[src/hw/rtl/crng_pkg.sv]
`timescale 1ns / 1ps

package crng_pkg;

    localparam int TABLE_SIZE = 32;
    localparam int WARMUP     = 8;
    localparam int SLOT_W     = $clog2(TABLE_SIZE);
    localparam int STEPS      = TABLE_SIZE + WARMUP;
    localparam int CNT_W      = $clog2(STEPS);

    localparam int GEN_W  = 31;
    localparam int MUL_W  = 16;
    localparam int PROD_W = GEN_W + MUL_W;
    localparam int FOLD_W = 8;
    localparam int TDATA_W = 32;

    localparam logic [GEN_W-1:0]  MOD_A  = 31'd2147483563;
    localparam logic [GEN_W-1:0]  MOD_B  = 31'd2147483399;
    localparam logic [MUL_W-1:0]  MUL_A  = 16'd40014;
    localparam logic [MUL_W-1:0]  MUL_B  = 16'd40692;
    localparam logic [FOLD_W-1:0] WRAP_A = 8'd85;
    localparam logic [FOLD_W-1:0] WRAP_B = 8'd249;
    localparam logic [GEN_W-1:0]  FOLD   = 31'd2147483562;

    localparam longint SLOT_DIV = 1 + longint'(FOLD) / TABLE_SIZE;

    localparam logic [GEN_W-1:0] FIRST_RESET  = 31'd1;
    localparam logic [GEN_W-1:0] SECOND_RESET = 31'd123456789;

    typedef struct packed {
        logic              load_seed;
        logic              seed_step;
        logic              seed_last;
        logic              fill_we;
        logic [SLOT_W-1:0] fill_idx;
        logic              draw_step;
        logic              draw_out;
    } t_ctrl_cmd;

    typedef struct packed {
        logic out_stall;
    } t_ctrl_stat;

endpackage

[src/hw/rtl/crng_lcg.sv]
`timescale 1ns / 1ps

module crng_lcg
    import crng_pkg::*;
(
    input  logic              i_clk,
    input  logic [GEN_W-1:0]  i_x,
    input  logic [MUL_W-1:0]  i_mul,
    input  logic [FOLD_W-1:0] i_wrap,
    input  logic [GEN_W-1:0]  i_mod,
    output logic [GEN_W-1:0]  o_red
);

    logic [PROD_W-1:0] r_prod;
    logic [MUL_W-1:0]  hi;
    logic [GEN_W-1:0]  lo;
    logic [GEN_W:0]    sum;

    always_ff @(posedge i_clk) begin
        r_prod <= PROD_W'(i_x) * PROD_W'(i_mul);
    end

    // The modulus is 2^31 minus a small wrap constant, so the upper part folds back.
    always_comb begin
        hi  = r_prod[PROD_W-1:GEN_W];
        lo  = r_prod[GEN_W-1:0];
        sum = {1'b0, lo} + ((GEN_W+1)'(hi) * (GEN_W+1)'(i_wrap));
        if (sum >= {1'b0, i_mod}) begin
            sum = sum - {1'b0, i_mod};
        end
        o_red = sum[GEN_W-1:0];
    end

endmodule

[src/hw/rtl/crng_datapath.sv]
`timescale 1ns / 1ps

module crng_datapath
    import crng_pkg::*;
(
    input  logic               i_clk,
    input  logic               i_rst_n,
    input  t_ctrl_cmd          i_cmd,
    output t_ctrl_stat         o_stat,
    input  logic [GEN_W-1:0]   i_seed,
    output logic               o_m_tvalid,
    input  logic               i_m_tready,
    output logic [TDATA_W-1:0] o_m_tdata
);

    logic [GEN_W-1:0]      r_first;
    logic [GEN_W-1:0]      r_second;
    logic [GEN_W-1:0]      r_last;
    logic [GEN_W-1:0]      r_out;
    logic                  r_out_valid;
    logic [GEN_W-1:0]      r_mem [TABLE_SIZE];
    logic [TABLE_SIZE-1:0] r_valid;
    logic [GEN_W-1:0]      r_rd_data;
    logic                  r_rd_valid;
    logic [SLOT_W-1:0]     r_slot;

    logic [GEN_W-1:0]      red_a;
    logic [GEN_W-1:0]      red_b;
    logic [TABLE_SIZE-2:0] ge;
    logic [SLOT_W-1:0]     slot;
    logic [GEN_W-1:0]      entry;
    logic [GEN_W+1:0]      diff;
    logic [GEN_W-1:0]      out_val;
    logic [GEN_W-1:0]      seed_val;
    logic                  mem_we;
    logic [SLOT_W-1:0]     mem_addr;
    logic [GEN_W-1:0]      mem_wdata;

    crng_lcg u_lcg_a (
        .i_clk  (i_clk),
        .i_x    (r_first),
        .i_mul  (MUL_A),
        .i_wrap (WRAP_A),
        .i_mod  (MOD_A),
        .o_red  (red_a)
    );

    crng_lcg u_lcg_b (
        .i_clk  (i_clk),
        .i_x    (r_second),
        .i_mul  (MUL_B),
        .i_wrap (WRAP_B),
        .i_mod  (MOD_B),
        .o_red  (red_b)
    );

    // Slot selection: count the slot boundaries at or below the previous output.
    always_comb begin
        for (int k = 1; k < TABLE_SIZE; k++) begin
            ge[k-1] = ({1'b0, r_last} >= (GEN_W+1)'(k * SLOT_DIV));
        end
        slot = SLOT_W'($countones(ge));
    end

    always_comb begin
        entry = r_rd_valid ? r_rd_data : '0;
        diff  = {2'b00, entry} - {2'b00, r_second};
        if ($signed(diff) < 1) begin
            diff = diff + {2'b00, FOLD};
        end
        out_val  = diff[GEN_W-1:0];
        seed_val = (i_seed == '0) ? GEN_W'(1) : i_seed;
    end

    always_comb begin
        mem_we    = 1'b0;
        mem_addr  = r_slot;
        mem_wdata = r_first;
        if (i_cmd.fill_we) begin
            mem_we    = 1'b1;
            mem_addr  = i_cmd.fill_idx;
            mem_wdata = red_a;
        end else if (i_cmd.draw_out) begin
            mem_we = 1'b1;
        end
    end

    always_ff @(posedge i_clk) begin
        if (mem_we) begin
            r_mem[mem_addr] <= mem_wdata;
        end
        r_rd_data <= r_mem[slot];
        r_slot    <= slot;
    end

    always_ff @(posedge i_clk) begin
        if (!i_rst_n) begin
            r_first     <= FIRST_RESET;
            r_second    <= SECOND_RESET;
            r_last      <= '0;
            r_out       <= '0;
            r_out_valid <= 1'b0;
            r_valid     <= '0;
            r_rd_valid  <= 1'b0;
        end else begin
            r_rd_valid <= r_valid[slot];
            if (mem_we) begin
                r_valid[mem_addr] <= 1'b1;
            end
            if (i_cmd.load_seed) begin
                r_first  <= seed_val;
                r_second <= seed_val;
            end else if (i_cmd.seed_step) begin
                r_first <= red_a;
            end else if (i_cmd.draw_step) begin
                r_first  <= red_a;
                r_second <= red_b;
            end
            if (i_cmd.seed_last) begin
                r_last <= red_a;
            end else if (i_cmd.draw_out) begin
                r_last <= out_val;
            end
            if (i_cmd.draw_out) begin
                r_out       <= out_val;
                r_out_valid <= 1'b1;
            end else if (i_m_tready) begin
                r_out_valid <= 1'b0;
            end
        end
    end

    assign o_stat.out_stall = r_out_valid && !i_m_tready;
    assign o_m_tvalid       = r_out_valid;
    assign o_m_tdata        = TDATA_W'(r_out);

endmodule

[src/hw/rtl/crng_ctrl.sv]
`timescale 1ns / 1ps

module crng_ctrl
    import crng_pkg::*;
(
    input  logic       i_clk,
    input  logic       i_rst_n,
    input  logic       i_s_tvalid,
    output logic       o_s_tready,
    input  logic       i_reseed,
    input  t_ctrl_stat i_stat,
    output t_ctrl_cmd  o_cmd
);

    localparam logic [2:0] S_IDLE     = 3'd0;
    localparam logic [2:0] S_SEED_MUL = 3'd1;
    localparam logic [2:0] S_SEED_RED = 3'd2;
    localparam logic [2:0] S_DRAW_MUL = 3'd3;
    localparam logic [2:0] S_DRAW_RED = 3'd4;
    localparam logic [2:0] S_DRAW_OUT = 3'd5;

    logic [2:0]       r_state;
    logic [2:0]       n_state;
    logic [CNT_W-1:0] r_cnt;
    logic [CNT_W-1:0] n_cnt;
    logic             accept;

    assign o_s_tready = (r_state == S_IDLE);
    assign accept     = i_s_tvalid && o_s_tready;

    always_comb begin
        n_state        = r_state;
        n_cnt          = r_cnt;
        o_cmd          = '0;
        o_cmd.fill_idx = r_cnt[SLOT_W-1:0];
        unique case (r_state)
            S_IDLE: begin
                if (accept) begin
                    if (i_reseed) begin
                        o_cmd.load_seed = 1'b1;
                        n_cnt           = CNT_W'(STEPS - 1);
                        n_state         = S_SEED_MUL;
                    end else begin
                        n_state = S_DRAW_MUL;
                    end
                end
            end
            S_SEED_MUL: begin
                n_state = S_SEED_RED;
            end
            S_SEED_RED: begin
                o_cmd.seed_step = 1'b1;
                o_cmd.fill_we   = ({1'b0, r_cnt} < (CNT_W+1)'(TABLE_SIZE));
                if (r_cnt == '0) begin
                    o_cmd.seed_last = 1'b1;
                    n_state         = S_DRAW_MUL;
                end else begin
                    n_cnt   = r_cnt - CNT_W'(1);
                    n_state = S_SEED_MUL;
                end
            end
            S_DRAW_MUL: begin
                n_state = S_DRAW_RED;
            end
            S_DRAW_RED: begin
                o_cmd.draw_step = 1'b1;
                n_state         = S_DRAW_OUT;
            end
            S_DRAW_OUT: begin
                if (!i_stat.out_stall) begin
                    o_cmd.draw_out = 1'b1;
                    n_state        = S_IDLE;
                end
            end
            default: begin
                n_state = S_IDLE;
            end
        endcase
    end

    always_ff @(posedge i_clk) begin
        if (!i_rst_n) begin
            r_state <= S_IDLE;
            r_cnt   <= '0;
        end else begin
            r_state <= n_state;
            r_cnt   <= n_cnt;
        end
    end

endmodule

[src/hw/rtl/combined_lcg_shuffle_rng_unit.sv]
`timescale 1ns / 1ps
// A draw beat runs the multiply, fold and output states; no new beat is taken until it is done.
// A reseed beat first runs 40 warm-up and fill steps of the first generator.
// The draw rate is set by the multiply, fold and table read-modify-write done in sequence.
// Reset is synchronous and active low; it restores both generators and the previous output,
// and clears the shuffle table through per-entry valid bits.

module combined_lcg_shuffle_rng_unit
    import crng_pkg::*;
(
    input  logic               i_clk,
    input  logic               i_rst_n,
    input  logic               i_s_tvalid,
    output logic               o_s_tready,
    input  logic [TDATA_W-1:0] i_s_tdata,   // [30:0] seed_magnitude, [31] zero
    input  logic               i_s_tuser,   // [0] command
    output logic               o_m_tvalid,
    input  logic               i_m_tready,
    output logic [TDATA_W-1:0] o_m_tdata    // [30:0] deviate, [31] zero
);

    t_ctrl_cmd  cmd;
    t_ctrl_stat stat;

    crng_ctrl u_ctrl (
        .i_clk      (i_clk),
        .i_rst_n    (i_rst_n),
        .i_s_tvalid (i_s_tvalid),
        .o_s_tready (o_s_tready),
        .i_reseed   (i_s_tuser),
        .i_stat     (stat),
        .o_cmd      (cmd)
    );

    crng_datapath u_datapath (
        .i_clk      (i_clk),
        .i_rst_n    (i_rst_n),
        .i_cmd      (cmd),
        .o_stat     (stat),
        .i_seed     (i_s_tdata[GEN_W-1:0]),
        .o_m_tvalid (o_m_tvalid),
        .i_m_tready (i_m_tready),
        .o_m_tdata  (o_m_tdata)
    );

endmodule

[config.mk]
export PLATFORM = sky130hd
export DESIGN_NAME = combined_lcg_shuffle_rng_unit
export DESIGN_NICKNAME = d
export VERILOG_FILES = /design/src/hw/rtl/crng_pkg.sv /design/src/hw/rtl/crng_lcg.sv /design/src/hw/rtl/crng_datapath.sv /design/src/hw/rtl/crng_ctrl.sv /design/src/hw/rtl/combined_lcg_shuffle_rng_unit.sv
export SDC_FILE = /design/constraint.sdc
export NUM_CORES = 2
export LEC_CHECK = 0
export BUFFER_PORTS_ARGS = -buffer_cell sky130_fd_sc_hd__buf_2
export CORE_MARGIN = 2
export CORE_UTILIZATION = 44
export CTS_BUF_LIST = sky130_fd_sc_hd__clkbuf_8
export DETAILED_ROUTE_END_ITERATION = 10
export GPL_TIMING_DRIVEN = 0
export HOLD_SLACK_MARGIN = 0.15
export SKIP_LAST_GASP = 1
export SLEW_MARGIN = 20
export SYNTH_ARGS = -nofsm -noshare
export SYNTH_HDL_FRONTEND = slang
export SYNTH_SLANG_ARGS = --single-unit
[constraint.sdc]
create_clock -name i_clk -period 9.3 [get_ports i_clk]
set_clock_uncertainty 0.2 [all_clocks]
set_input_delay 0.465 -clock i_clk [delete_from_list [all_inputs] [get_ports i_clk]]
set_output_delay 0.465 -clock i_clk [all_outputs]
set_load 0.02 [all_outputs]
==> out/summary.txt <==
worst-path fanout max: 10
most frequent cells in the layout: 992 x edfxtp_1, 713 x inv_1, 545 x nand2_1
Initial Util: 44.4%
layout overhead on the synthesized area: 13.4%
status: finished clean
largest net degree at the start of global routing: 33
layout cells sized above 1: 13.0%
max incr delay on CP: 0.79 ns
maximum operating frequency: 0.111 GHz
Netlist cell types: 94
post-DR wirelength/cell: 25.7 µm
antenna violations before repair: 15
crit end category: flop
headroom to the max-slew limit: 14.6%
total congestion overflow: 0
Top FF cell, synth: edfxtp_1
Post-Route WL: 226 mm
number of port buffers: 68
CTS clk-pin slew, worst paths: 0.08 ns
Slew Limit Fails: 0
crit path max-delay cell type: fa_1
R2R setup slack: 0.29 ns
syn avg cell area: 12.6 µm²
commonest non-fill, non-tap cell in the layout: edfxtp_1
root buffer cell: clkbuf_8
die width: 418 µm
Critical Path RT: 9.80 ns
final hold slack: 0.253 ns
DRC viols: 0
met2 Use GR: 41.2%
element type at the critical path start: flop
RSZ-0062 raised after global routing: false
sequential share of the synthesized area: 47.4%
Final setup viols: 0
Worst-Margin Slew: 1.27 ns
TritonCTS Buffers: 204
synthesized flop and latch total: 1286
routed vias/inst: 5.74
CTS tree: built
Layout Cells excl Fill: 8777
Clock Latency Late Sink: 0.98 ns
WS Path Type: reg -> reg
setup TNS: 0 ns
cell area after synthesis: 0.0752 mm²
dpl cells: 8347
CP bufs+invs: 5
All-Layer GR Usage: 25.8%
full die area: 0.174 mm²
met1 GRT Util: 34.5%
Period Utilization, post-route: 96.9%
Worst Hold Class: in -> reg
fraction of registers with async set/reset: 0%
Syn Inst Count: 5992
Critical Path Most Common Cell: fa_1
# IOs: 71
htree depth: 4
dpl hpwl: 173 mm
global-route wire length before repair: 331 mm
Most Crowded Layer GR: met2
DR pass1 iterations: 6
delay-heaviest family, CP: adder cells
final count of hold timing violations: 0
Die H: 418 µm
net count after synthesis: 7006
maximum clock path buffer count: 3
fin nets: 7394
DR iter-0 viols: 5200
number of flops mapped to enable cells by yosys: 992
MaxCap Viol Count: 0
worst endpoint data arrival time: 9.51 ns
Rows: 151
Final min period: 9.01 ns
Vias: 50400
Synth Warn #: 0
core area: 0.170 mm²
number of routed nets with antenna violations: 0
vias in the first global route: 50500
Routability Congestion: 0.972
clock sinks: 1286
met3 Track Usage GR: 4.55%
-- per-stage QoR --
| stage | worst slack, ns | utilization [%] | area (µm²) |
|---|---|---|---|
| 2_1_floorplan | 1.95 | - | 75200 |
| 3_3_place_gp | -1.86 | 46.2 | 78400 |
| 3_5_place_dp | -0.403 | 47.5 | 80500 |
| 4_1_cts | -0.0381 | 50.2 | 85200 |
| 5_1_grt | 0.0320 | 50.3 | 85300 |
| 6_report | 0.291 | 50.3 | 85400 |
-- cell usage after synthesis (23+ instances only) --
cell type / count / area [µm²]
edfxtp_1: 992 / 29800
inv_1: 640 / 2400
nand2_1: 549 / 2060
ha_1: 506 / 6330
fa_1: 471 / 9430
nor2_1: 295 / 1110
dfxtp_1: 294 / 5890
mux4_2: 258 / 5810
nand3_1: 243 / 1220
o21ai_0: 239 / 1200
a21oi_1: 220 / 1100
clkbuf_1: 189 / 709
xnor2_1: 136 / 1190
a21o_1: 102 / 766
xor2_1: 66 / 578
nor3_1: 62 / 310
and2_1: 61 / 382
nand4_1: 47 / 294
buf_1: 39 / 146
o211ai_1: 35 / 263
and3_1: 34 / 213
a31oi_1: 33 / 206
o21a_1: 32 / 240
a211oi_1: 29 / 218
nand2b_1: 24 / 150
nor4_1: 23 / 144
-- registers in the layout, summed over array words and instances (netlist names), 3 cells and up --
register / count
u_datapath.r_first: 31
u_datapath.r_out: 31
u_ctrl.r_cnt: 6
u_datapath.r_rd_data: 31
u_datapath.r_second: 31
u_ctrl.r_state: 3
u_datapath.u_lcg_b.r_prod: 45
u_datapath.r_last: 31
u_datapath.r_slot: 5
u_datapath.r_valid: 32
u_datapath.u_lcg_a.r_prod: 46
u_datapath.r_mem: 992
-- logic make-up after synthesis --
logic type / after synthesis / share of synthesized area [%]
other: 1 / 0.00498
buffers and inverters: 879 / 4.41
xor gates and xnor gates: 202 / 2.35
AOI/OAI and AO/OA: 931 / 8.08
and+or+nand+nor: 1445 / 8.90
muxes: 271 / 7.90
adders and majority gates: 977 / 20.9
DFF: 1286 / 47.4
-- cell type report --
type	count	area, µm²
clock buffers	221	3040
well taps	2218	2780
diodes	6	15.0
clock inverters	158	1160
plain buffers	237	1030
multi-input cells	3827	36900
inverters	642	2410
fillers	14800	84300
repair buffers	182	2380
flip-flops and latches	1286	35700
-- worst paths after layout --
kind / startpoint / depth (start not counted) / to
setup / recovery: u_datapath.r_last[15] / 26 / u_datapath.r_rd_data[5]
hold reg to reg: u_datapath.r_valid[22] / 2 / u_datapath.r_valid[22]
hold / removal: i_s_tdata[25] / 4 / u_datapath.r_second[25]
setup reg to reg: u_datapath.r_last[15] / 26 / u_datapath.r_rd_data[5]
-- repair_timing --
action,4_1_cts,5_1_grt
endpoints found under the hold margin,96,0
resized for setup,29,81
setup buffers,0,0
setup endpoints to repair,31,31
hold buffers,43,0
-- worst reg2reg max path: cells and delay by family (launching register included) --
kind            cells  cell delay (ns)
mux                 1             0.45
fa+ha+maj           8             3.80
buf+inv             5             1.45
compound gates      3             0.56
flops               1             0.35
simple gates        9             1.93
-- metal layers --
metal	share of wire (%)	routed length, µm
met5	0.012	28
met2	47	105000
met3	8.0	18000
met4	4.9	11100
met1	40	91200
Power is left out: the tool's default activity adds up to more than one toggle a clock period on the data nets, which glitch-free logic cannot reach.
